## config.mk

```make
export PLATFORM = sky130hd
export DESIGN_NAME = icy_metadata_stream_splitter
export DESIGN_NICKNAME = d
export VERILOG_FILES = /design/src/hdl/imss_pkg.sv /design/src/hdl/imss_front.sv /design/src/hdl/imss_fifo.sv /design/src/hdl/imss_back.sv /design/src/hdl/icy_metadata_stream_splitter.sv
export VERILOG_INCLUDE_DIRS = /design/src /design/src/hdl
export SDC_FILE = /design/constraint.sdc
export NUM_CORES = 1
export LEC_CHECK = 0
export BUFFER_PORTS_ARGS = -buffer_cell sky130_fd_sc_hd__buf_4
export CAP_MARGIN = 10
export CORE_MARGIN = 5
export CORE_UTILIZATION = 28
export CTS_CLUSTER_SIZE = 16
export DETAILED_ROUTE_END_ITERATION = 16
export GPL_TIMING_DRIVEN = 0
export SLEW_MARGIN = 0
export SYNTH_ARGS = -nofsm -noshare
export SYNTH_HDL_FRONTEND = slang
export SYNTH_SLANG_ARGS = --single-unit
```

## constraint.sdc

```tcl
create_clock -name clk -period 3.8 [get_ports clk]
set_input_delay 0.57 -clock clk [delete_from_list [all_inputs] [get_ports clk]]
set_output_delay 0.57 -clock clk [all_outputs]
set_load 0.01 [all_outputs]
```

## src/hdl/icy_metadata_stream_splitter_macros.svh

```systemverilog
// ---------------------------------------------------------------------------
// Assertion macros for the metadata stream splitter
// Both assume a clock named clk and an active-low reset named arst_n.
// ---------------------------------------------------------------------------
`ifndef ICY_METADATA_STREAM_SPLITTER_MACROS_SVH
`define ICY_METADATA_STREAM_SPLITTER_MACROS_SVH

// same-cycle implication
`define IMSS_ASSERT_NOW(label, ante, cons, msg) \
	label: assert property (@(posedge clk) disable iff (!arst_n) (ante) |-> (cons)) \
		else $error(msg);

// next-cycle implication
`define IMSS_ASSERT_NEXT(label, ante, cons, msg) \
	label: assert property (@(posedge clk) disable iff (!arst_n) (ante) |=> (cons)) \
		else $error(msg);

`endif

```

## src/hdl/imss_pkg.sv

```systemverilog
// ---------------------------------------------------------------------------
// imss_pkg
// Types, constants and helpers shared by the metadata stream splitter.
// ---------------------------------------------------------------------------
package imss_pkg;

	localparam int unsigned INTERVAL_W     = 20;
	localparam int unsigned COUNT_W        = 12;
	localparam logic [19:0] INTERVAL_RESET = 20'd8192;

	localparam logic [3:0] PREFIX_LEN = 4'd13;
	localparam logic [7:0] CHAR_S     = 8'h53;
	localparam logic [7:0] CHAR_QUOTE = 8'h27;
	localparam logic [7:0] CHAR_SEMI  = 8'h3B;

	localparam int unsigned FIFO_DEPTH = 4;
	localparam int unsigned FIFO_AW    = $clog2(FIFO_DEPTH);
	localparam int unsigned FIFO_CW    = $clog2(FIFO_DEPTH + 1);

	typedef enum logic [1:0] {
		KIND_AUDIO  = 2'd0,
		KIND_CAND   = 2'd1,
		KIND_FINISH = 2'd2
	} kind_t;

	typedef enum logic {
		PH_AUDIO = 1'b0,
		PH_META  = 1'b1
	} phase_t;

	// one queue entry: one or two output beats
	typedef struct packed {
		kind_t               kind;
		logic [7:0]          data_byte;
		logic [COUNT_W-1:0]  title_index;
		logic                two;          // finish beat follows the first
		logic [COUNT_W-1:0]  title_length;
	} entry_t;

	function automatic logic [7:0] prefix_char(input logic [3:0] pos);
		logic [7:0] c;
		case (pos)
			4'd0:    c = 8'h53; // S
			4'd1:    c = 8'h74; // t
			4'd2:    c = 8'h72; // r
			4'd3:    c = 8'h65; // e
			4'd4:    c = 8'h61; // a
			4'd5:    c = 8'h6D; // m
			4'd6:    c = 8'h54; // T
			4'd7:    c = 8'h69; // i
			4'd8:    c = 8'h74; // t
			4'd9:    c = 8'h6C; // l
			4'd10:   c = 8'h65; // e
			4'd11:   c = 8'h3D; // =
			4'd12:   c = 8'h27; // '
			default: c = 8'h00;
		endcase
		return c;
	endfunction

endpackage

```

## src/hdl/imss_front.sv

```systemverilog
// ---------------------------------------------------------------------------
// imss_front
// Byte classifier: audio counting, length bytes, prefix match and title
// tracking. Emits at most one queue entry per accepted byte.
// ---------------------------------------------------------------------------
`include "icy_metadata_stream_splitter_macros.svh"

module imss_front (
	input  logic                                clk,
	input  logic                                arst_n,
	input  logic                                in_fire,
	input  logic [7:0]                          in_byte,
	input  logic                                cfg_we,
	input  logic [imss_pkg::INTERVAL_W-1:0]     cfg_wdata,
	output logic                                push,
	output imss_pkg::entry_t                    push_entry
);

	imss_pkg::phase_t phase_q, phase_d;

	logic [imss_pkg::INTERVAL_W-1:0] interval_q, interval_d;
	logic [imss_pkg::INTERVAL_W-1:0] audio_left_q, audio_left_d;
	logic [imss_pkg::COUNT_W-1:0]    meta_left_q, meta_left_d;
	logic [3:0]                      pos_q, pos_d;
	logic                            open_q, open_d;
	logic                            closed_q, closed_d;
	logic [imss_pkg::COUNT_W-1:0]    count_q, count_d;
	logic [imss_pkg::COUNT_W-1:0]    final_q, final_d;
	logic [imss_pkg::COUNT_W-1:0]    lastq_q, lastq_d;
	logic                            quote_q, quote_d;
	logic                            prevq_q, prevq_d;

	logic                            meta_end;
	logic [3:0]                      pos_nx;
	logic [imss_pkg::COUNT_W-1:0]    fin_len;

	assign meta_end = (meta_left_q <= imss_pkg::COUNT_W'(1));
	assign pos_nx   = (in_byte == imss_pkg::prefix_char(pos_q)) ? pos_q + 4'd1 :
		((in_byte == imss_pkg::CHAR_S) ? 4'd1 : 4'd0);

	// next phase
	always_comb begin
		phase_d = phase_q;
		case (phase_q)
			imss_pkg::PH_AUDIO: begin
				if (in_fire && audio_left_q == '0 && in_byte != 8'h00)
					phase_d = imss_pkg::PH_META;
			end
			imss_pkg::PH_META: begin
				if (in_fire && meta_end)
					phase_d = imss_pkg::PH_AUDIO;
			end
			default: phase_d = imss_pkg::PH_AUDIO;
		endcase
	end

	// datapath and entry
	always_comb begin
		interval_d   = interval_q;
		audio_left_d = audio_left_q;
		meta_left_d  = meta_left_q;
		pos_d        = pos_q;
		open_d       = open_q;
		closed_d     = closed_q;
		count_d      = count_q;
		final_d      = final_q;
		lastq_d      = lastq_q;
		quote_d      = quote_q;
		prevq_d      = prevq_q;
		fin_len      = '0;
		push         = 1'b0;
		push_entry   = '{kind: imss_pkg::KIND_AUDIO, data_byte: in_byte,
			title_index: '0, two: 1'b0, title_length: '0};

		if (in_fire) begin
			case (phase_q)
				imss_pkg::PH_AUDIO: begin
					if (audio_left_q != '0) begin
						audio_left_d = audio_left_q - imss_pkg::INTERVAL_W'(1);
						push         = 1'b1;
					end else begin
						pos_d    = '0;
						open_d   = 1'b0;
						closed_d = 1'b0;
						count_d  = '0;
						final_d  = '0;
						lastq_d  = '0;
						quote_d  = 1'b0;
						prevq_d  = 1'b0;
						if (in_byte == 8'h00)
							audio_left_d = interval_q;
						else
							meta_left_d = {in_byte, 4'h0};
					end
				end
				imss_pkg::PH_META: begin
					meta_left_d = meta_end ? '0 : meta_left_q - imss_pkg::COUNT_W'(1);
					if (open_q) begin
						if (!closed_q && prevq_q && in_byte == imss_pkg::CHAR_SEMI) begin
							final_d  = count_q - imss_pkg::COUNT_W'(1);
							closed_d = 1'b1;
						end
						if (in_byte == imss_pkg::CHAR_QUOTE) begin
							lastq_d = count_q;
							quote_d = 1'b1;
							prevq_d = 1'b1;
						end else begin
							prevq_d = 1'b0;
						end
						count_d                = count_q + imss_pkg::COUNT_W'(1);
						push                   = 1'b1;
						push_entry.kind        = imss_pkg::KIND_CAND;
						push_entry.title_index = count_q;
						push_entry.two         = meta_end;
					end else begin
						pos_d = pos_nx;
						if (pos_nx >= imss_pkg::PREFIX_LEN) begin
							open_d = 1'b1;
							pos_d  = '0;
						end
						if (meta_end) begin
							push                 = 1'b1;
							push_entry.kind      = imss_pkg::KIND_FINISH;
							push_entry.data_byte = 8'h00;
						end
					end
					if (meta_end) begin
						if (open_d)
							fin_len = closed_d ? final_d : (quote_d ? lastq_d : '0);
						push_entry.title_length = fin_len;
						audio_left_d = interval_q;
						pos_d    = '0;
						open_d   = 1'b0;
						closed_d = 1'b0;
						count_d  = '0;
						final_d  = '0;
						lastq_d  = '0;
						quote_d  = 1'b0;
						prevq_d  = 1'b0;
					end
				end
				default: ;
			endcase
		end

		if (cfg_we) begin
			interval_d = cfg_wdata;
			if (phase_q == imss_pkg::PH_AUDIO)
				audio_left_d = cfg_wdata;
		end
	end

	always_ff @(posedge clk or negedge arst_n) begin
		if (!arst_n) begin
			phase_q      <= imss_pkg::PH_AUDIO;
			interval_q   <= imss_pkg::INTERVAL_RESET;
			audio_left_q <= imss_pkg::INTERVAL_RESET;
			meta_left_q  <= '0;
			pos_q        <= '0;
			open_q       <= 1'b0;
			closed_q     <= 1'b0;
			count_q      <= '0;
			final_q      <= '0;
			lastq_q      <= '0;
			quote_q      <= 1'b0;
			prevq_q      <= 1'b0;
		end else begin
			phase_q      <= phase_d;
			interval_q   <= interval_d;
			audio_left_q <= audio_left_d;
			meta_left_q  <= meta_left_d;
			pos_q        <= pos_d;
			open_q       <= open_d;
			closed_q     <= closed_d;
			count_q      <= count_d;
			final_q      <= final_d;
			lastq_q      <= lastq_d;
			quote_q      <= quote_d;
			prevq_q      <= prevq_d;
		end
	end

	`IMSS_ASSERT_NOW(a_meta_left_live, phase_q == imss_pkg::PH_META, meta_left_q != '0, "block with no bytes left")
	`IMSS_ASSERT_NOW(a_matcher_idle, open_q, pos_q == '0, "matcher active inside title")

endmodule

```

## src/hdl/imss_fifo.sv

```systemverilog
// ---------------------------------------------------------------------------
// imss_fifo
// Short entry queue between classifier and output stage.
// ---------------------------------------------------------------------------
`include "icy_metadata_stream_splitter_macros.svh"

module imss_fifo (
	input  logic             clk,
	input  logic             arst_n,
	input  logic             push,
	input  imss_pkg::entry_t push_entry,
	input  logic             pop,
	output imss_pkg::entry_t head,
	output logic             empty,
	output logic             full
);

	imss_pkg::entry_t mem_q [imss_pkg::FIFO_DEPTH];

	logic [imss_pkg::FIFO_AW-1:0] wr_ptr_q, rd_ptr_q;
	logic [imss_pkg::FIFO_CW-1:0] count_q;
	logic                         do_push, do_pop;

	localparam logic [imss_pkg::FIFO_AW-1:0] LAST_PTR = imss_pkg::FIFO_AW'(imss_pkg::FIFO_DEPTH - 1);
	localparam logic [imss_pkg::FIFO_CW-1:0] FULL_CNT = imss_pkg::FIFO_CW'(imss_pkg::FIFO_DEPTH);

	assign empty   = (count_q == '0);
	assign full    = (count_q == FULL_CNT);
	assign do_push = push && !full;
	assign do_pop  = pop && !empty;
	assign head    = mem_q[rd_ptr_q];

	always_ff @(posedge clk) begin
		if (do_push)
			mem_q[wr_ptr_q] <= push_entry;
	end

	always_ff @(posedge clk or negedge arst_n) begin
		if (!arst_n) begin
			wr_ptr_q <= '0;
			rd_ptr_q <= '0;
			count_q  <= '0;
		end else begin
			if (do_push)
				wr_ptr_q <= (wr_ptr_q == LAST_PTR) ? '0 : wr_ptr_q + imss_pkg::FIFO_AW'(1);
			if (do_pop)
				rd_ptr_q <= (rd_ptr_q == LAST_PTR) ? '0 : rd_ptr_q + imss_pkg::FIFO_AW'(1);
			if (do_push && !do_pop)
				count_q <= count_q + imss_pkg::FIFO_CW'(1);
			else if (do_pop && !do_push)
				count_q <= count_q - imss_pkg::FIFO_CW'(1);
		end
	end

	`IMSS_ASSERT_NOW(a_no_overflow, push, !full, "push into full queue")

endmodule

```

## src/hdl/imss_back.sv

```systemverilog
// ---------------------------------------------------------------------------
// imss_back
// Output stage: expands queue entries into one or two beats and holds
// them in the output register.
// ---------------------------------------------------------------------------
`include "icy_metadata_stream_splitter_macros.svh"

module imss_back (
	input  logic             clk,
	input  logic             arst_n,
	input  imss_pkg::entry_t head,
	input  logic             empty,
	output logic             pop,
	output logic             m_valid,
	input  logic             m_ready,
	output logic [31:0]      m_data,
	output logic [1:0]       m_user,
	output logic             m_last
);

	logic             second_q;
	logic             load;
	logic             fin_beat;
	imss_pkg::kind_t  beat_kind;
	logic [31:0]      beat_data;
	logic             beat_last;

	assign load     = !empty && (!m_valid || m_ready);
	assign fin_beat = second_q || head.kind == imss_pkg::KIND_FINISH;
	assign pop      = load && (second_q || !head.two);

	always_comb begin
		if (fin_beat) begin
			beat_kind = imss_pkg::KIND_FINISH;
			beat_data = {head.title_length, 12'h000, 8'h00};
			beat_last = 1'b1;
		end else begin
			beat_kind = head.kind;
			beat_data = {12'h000, head.title_index, head.data_byte};
			beat_last = !head.two;
		end
	end

	always_ff @(posedge clk) begin
		if (load) begin
			m_data <= beat_data;
			m_user <= beat_kind;
			m_last <= beat_last;
		end
	end

	always_ff @(posedge clk or negedge arst_n) begin
		if (!arst_n) begin
			m_valid  <= 1'b0;
			second_q <= 1'b0;
		end else begin
			if (load)
				m_valid <= 1'b1;
			else if (m_ready)
				m_valid <= 1'b0;
			if (load)
				second_q <= head.two && !second_q;
		end
	end

	`IMSS_ASSERT_NOW(a_second_has_entry, second_q, !empty && head.two, "finish beat without its entry")

endmodule

```

## src/hdl/icy_metadata_stream_splitter.sv

```systemverilog
// ---------------------------------------------------------------------------
// icy_metadata_stream_splitter
// Splits an interleaved audio/metadata byte stream into audio beats,
// candidate title beats and a title-finished beat per metadata block.
// ---------------------------------------------------------------------------
// channel    dir  payload
// s_axis     in   tdata[7:0] stream_byte
// m_axis     out  tdata data_byte/title_index/title_length, tuser kind, tlast
// cfg        in   meta_interval_we / meta_interval_wdata (meta_interval)
//
// One byte accepted per cycle while the queue has room. The last byte of a
// block that is a title byte yields two beats, both sent through the single
// output register. A four-entry queue decouples input from output stalls.
// Reset sets meta_interval to 8192 and starts in the audio phase; no clearing
// pass is needed.
// ---------------------------------------------------------------------------
module icy_metadata_stream_splitter (
	input  logic        clk,
	input  logic        arst_n,
	input  logic        s_axis_tvalid,
	output logic        s_axis_tready,
	input  logic [7:0]  s_axis_tdata,   // [7:0] stream_byte
	output logic        m_axis_tvalid,
	input  logic        m_axis_tready,
	output logic [31:0] m_axis_tdata,   // [7:0] data_byte, [19:8] title_index, [31:20] title_length
	output logic [1:0]  m_axis_tuser,   // [1:0] kind
	output logic        m_axis_tlast,
	input  logic        meta_interval_we,
	input  logic [19:0] meta_interval_wdata
);

	logic             in_fire;
	logic             push;
	imss_pkg::entry_t push_entry;
	imss_pkg::entry_t head;
	logic             empty, full, pop;

	assign s_axis_tready = !full;
	assign in_fire       = s_axis_tvalid && s_axis_tready;

	imss_front u_front (
		.clk        (clk),
		.arst_n     (arst_n),
		.in_fire    (in_fire),
		.in_byte    (s_axis_tdata),
		.cfg_we     (meta_interval_we),
		.cfg_wdata  (meta_interval_wdata),
		.push       (push),
		.push_entry (push_entry)
	);

	imss_fifo u_fifo (
		.clk        (clk),
		.arst_n     (arst_n),
		.push       (push),
		.push_entry (push_entry),
		.pop        (pop),
		.head       (head),
		.empty      (empty),
		.full       (full)
	);

	imss_back u_back (
		.clk     (clk),
		.arst_n  (arst_n),
		.head    (head),
		.empty   (empty),
		.pop     (pop),
		.m_valid (m_axis_tvalid),
		.m_ready (m_axis_tready),
		.m_data  (m_axis_tdata),
		.m_user  (m_axis_tuser),
		.m_last  (m_axis_tlast)
	);

endmodule

```

==> metrics <==
sequential area share after synthesis=0.590; remaining global-route overflow=0; layout cells sized above 1=0.191; most used cell, CP=clkbuf_1; CP arrival=4.00 ns; DP Wirelength=24400 µm; antenna fix cells=0; Compound-Gate Fraction of Synth Area=0.114; Nets=1237; gr usage total=0.130; syn avg cell area=12.4 µm²; top-area cell type share of the netlist area=0.392; RSZ-0062 raised after global routing=false; number of DRC markers in iteration 0=896; Vias/cell=5.14; # clock sinks=281; Crit. End Element=register; Area Overhead vs Synth=18.0%; critical path's slowest cell=dlygate4sd3_1; Final Hold Fails=0; r2r endpoint=u_front.pos_q[0]$_DFFE_PN0P_; setup tns final=0 ns; yosys warns=0; worst path required time=4.24 ns; Post-Synthesis Cells=1081; Synth Area in XOR/XNOR=0.0170; GPL Wtd Cong=0.912; Vias=9384; Area contributors post-synth=edfxtp_1 (39%), dfrtp_1 (19%), mux4_2 (6.0%), mux2_2 (2.6%), nand2_1 (2.2%); status=finished, final reports clean; Reg2Reg Launch Point=u_fifo.count_q[2]$_DFFE_PN0P_; CTS Buf Count=29; Mapped Nets=1131; Slew Limit Headroom=0.339; Worst Tran Pin Value=0.983 ns; Routed WL=35200 µm; clock period minus final worst setup slack=3.56 ns; antenna-violating nets left=0; synthesized area=0.0134 mm²; crit path launch type=register; Simple-Gate Fraction of Synth Area=0.138; Power Density=591 mW/mm²; vias in the first global route=9238; crit-path max FO=10; Critical Path Source=u_fifo.count_q[2]$_DFFE_PN0P_; Die H=229 µm; CTS H-Tree Depth=1; Die ar.=0.0524 mm²; Slew Limit Fails=0; R2R depth=9; drc violations=0; main combinational cell family by area after synthesis=simple AND/OR/NAND/NOR gates; num ports=70; number of synthesized register bits=281; Top delay family on crit path=buffers and inverters; core area=0.0475 mm²; f_max=0.281 GHz; Post-synth EDFFs=175; CP peak stage delay=0.66 ns; most frequent cell after synthesis=edfxtp_1; CP cell instances=or3b_2, dlygate4sd3_1, and2_1, clkbuf_1, clkbuf_1, clkbuf_1, o211ai_1, nand2_1, o211ai_1; Final setup viols=0; max-cap violations=0; CTS Buffer Depth=3; CTS tree=built; top_reg_cell synth=edfxtp_1; placement row count=80; Wirelength per Cell=19.3 µm; worst ir drop on vdd=349 µV; Starting Density=0.282; clock slew at reported path FFs=0.06 ns; Util after Layout=0.333; asr flop ratio synth=0.377; post-synthesis adder-cell area fraction=0.0164; Final Cycle Share=0.937; internal reg-to-reg setup slack=0.24 ns; Levels on crit path=9; Commonest cells post-synth=edfxtp_1 (175), dfrtp_1 (104), nand2_1 (77); Clock Skew=0.0278 ns; initial antenna violation count=0; worst skew pair latency=0.57 ns; Worst Path Class, Setup=register to register; Root Driver=clkbuf_16; number of library cell types mapped by synthesis=73; Chip Width=229 µm; Synth area leader=edfxtp_1; PortBufs=66; Reg area=0.00791 mm²; First-pass DRT Iterations=6; Leak=0.00570 µW; CP Capture Point=u_front.pos_q[0]$_DFFE_PN0P_; FILL cells=4691; worst path buffer plus inverter count=4; multi-input gate area in the final layout=0.00512 mm²; Worst Hold Class=input pin to register; first-pass GRT wire length=55000 µm; mux contribution to synthesized area=0.0902; largest net degree at the start of global routing=72
placed cells by master (no fill, tap or decap), drive strengths merged, types with 14 or more instances in the layout:
cell    Yosys  final
a31oi      17     17
ha         16     16
and2       35     35
xnor2      14     14
dfrtp     104    104
inv        31     32
o21ai      50     50
mux2       31     31
nor2b      30     30
mux4       36     36
edfxtp    175    175
nand3      26     26
nor2       76     76
clkbuf     52     95
nor3       39     39
nand2      77     77
a21oi      49     49
a22o       20     20
nor4       20     20
buf        17     91
worst register-to-register path: stages (launching register included):
cell           delay [ns]
dfrtp_1              0.40
or3b_2               0.19
dlygate4sd3_1        0.66
and2_1               0.15
clkbuf_1             0.22
clkbuf_1             0.52
clkbuf_1             0.66
o211ai_1             0.37
nand2_1              0.15
o211ai_1             0.11
power by group:
part | internal (µW) | switching (µW) | total [µW]
logic | 1130 | 1250 | 2380
clock network | 1560 | 1180 | 2750
registers | 4010 | 222 | 4240
final cells by class:
cell class / count / area share
Sequential cell: 281 / 0.500
Timing Repair Buffer: 75 / 0.0412
Inverter: 31 / 0.00735
Tap cell: 615 / 0.0486
Buffer: 70 / 0.0221
Clock inverter: 11 / 0.00593
Multi-Input combinational cell: 699 / 0.324
Clock buffer: 43 / 0.0517
cell families (layout without fill, tap and decap cells):
family,Yosys count,count (layout)
mux,72,72
xor+xnor,26,26
flops,281,281
buf+inv,101,230
compound gates,226,226
fa+ha+maj,17,17
simple gates,358,358
how the worst min path moves through the flow:
stage / start / endpoint / slack (ns) / cells past startpoint
finish: m_axis_tready / u_back.m_valid$_DFFE_PN0P_ / 0.18 / 2
global route: m_axis_tready / u_back.m_valid$_DFFE_PN0P_ / 0.20 / 2
CTS: m_axis_tready / u_back.m_valid$_DFFE_PN0P_ / 0.16 / 2
detailed placement: u_front.prevq_q$_DFFE_PN0P_ / u_front.prevq_q$_DFFE_PN0P_ / 0.47 / 1
global placement: u_front.prevq_q$_DFFE_PN0P_ / u_front.prevq_q$_DFFE_PN0P_ / 0.47 / 1
floorplan: arst_n / u_back.m_valid$_DFFE_PN0P_ / 0.27 / 0
stage by stage:
step	instance area [µm²]	hold WS [ns]	std cells	setup WS [ns]	total power, µW
CTS	15800	0.162	1823	-0.0118	9530
detailed placement	14800	0.466	1768	-0.472	6760
finish	15800	0.182	1825	0.239	9360
global placement	14700	0.469	1762	-0.928	6650
global route	15800	0.203	1825	0.00598	9890
floorplan	13400	0.274	1081	0.292	5780
registers in the layout, summed over array words and instances, names as in the netlist, 3 cells and up:
signal	count
u_front.interval_q	20
u_front.count_q	12
u_front.lastq_q	12
u_back.m_data	32
u_front.meta_left_q	12
u_front.audio_left_q	20
u_fifo.count_q	3
u_fifo.mem_q	140
u_front.pos_q	4
u_front.final_q	12
timing repair:
item	in CTS	in global routing
gates resized for setup	4	8
hold endpoints to repair	33	0
pin swaps	0	1
endpoints found under the setup margin	172	36
setup buffers	0	2
hold buffers	1	0
routing by layer:
metal | vias up | global-route usage | part of all wire
met5 | - | 0 | 0
met4 | 0 | 0.0282 | 0.021
met3 | 55 | 0.0253 | 0.062
met2 | 310 | 0.213 | 0.47
met1 | 4701 | 0.182 | 0.45
li1 | 4318 | - | -
No activity file was read; power rests on OpenSTA's default activity.
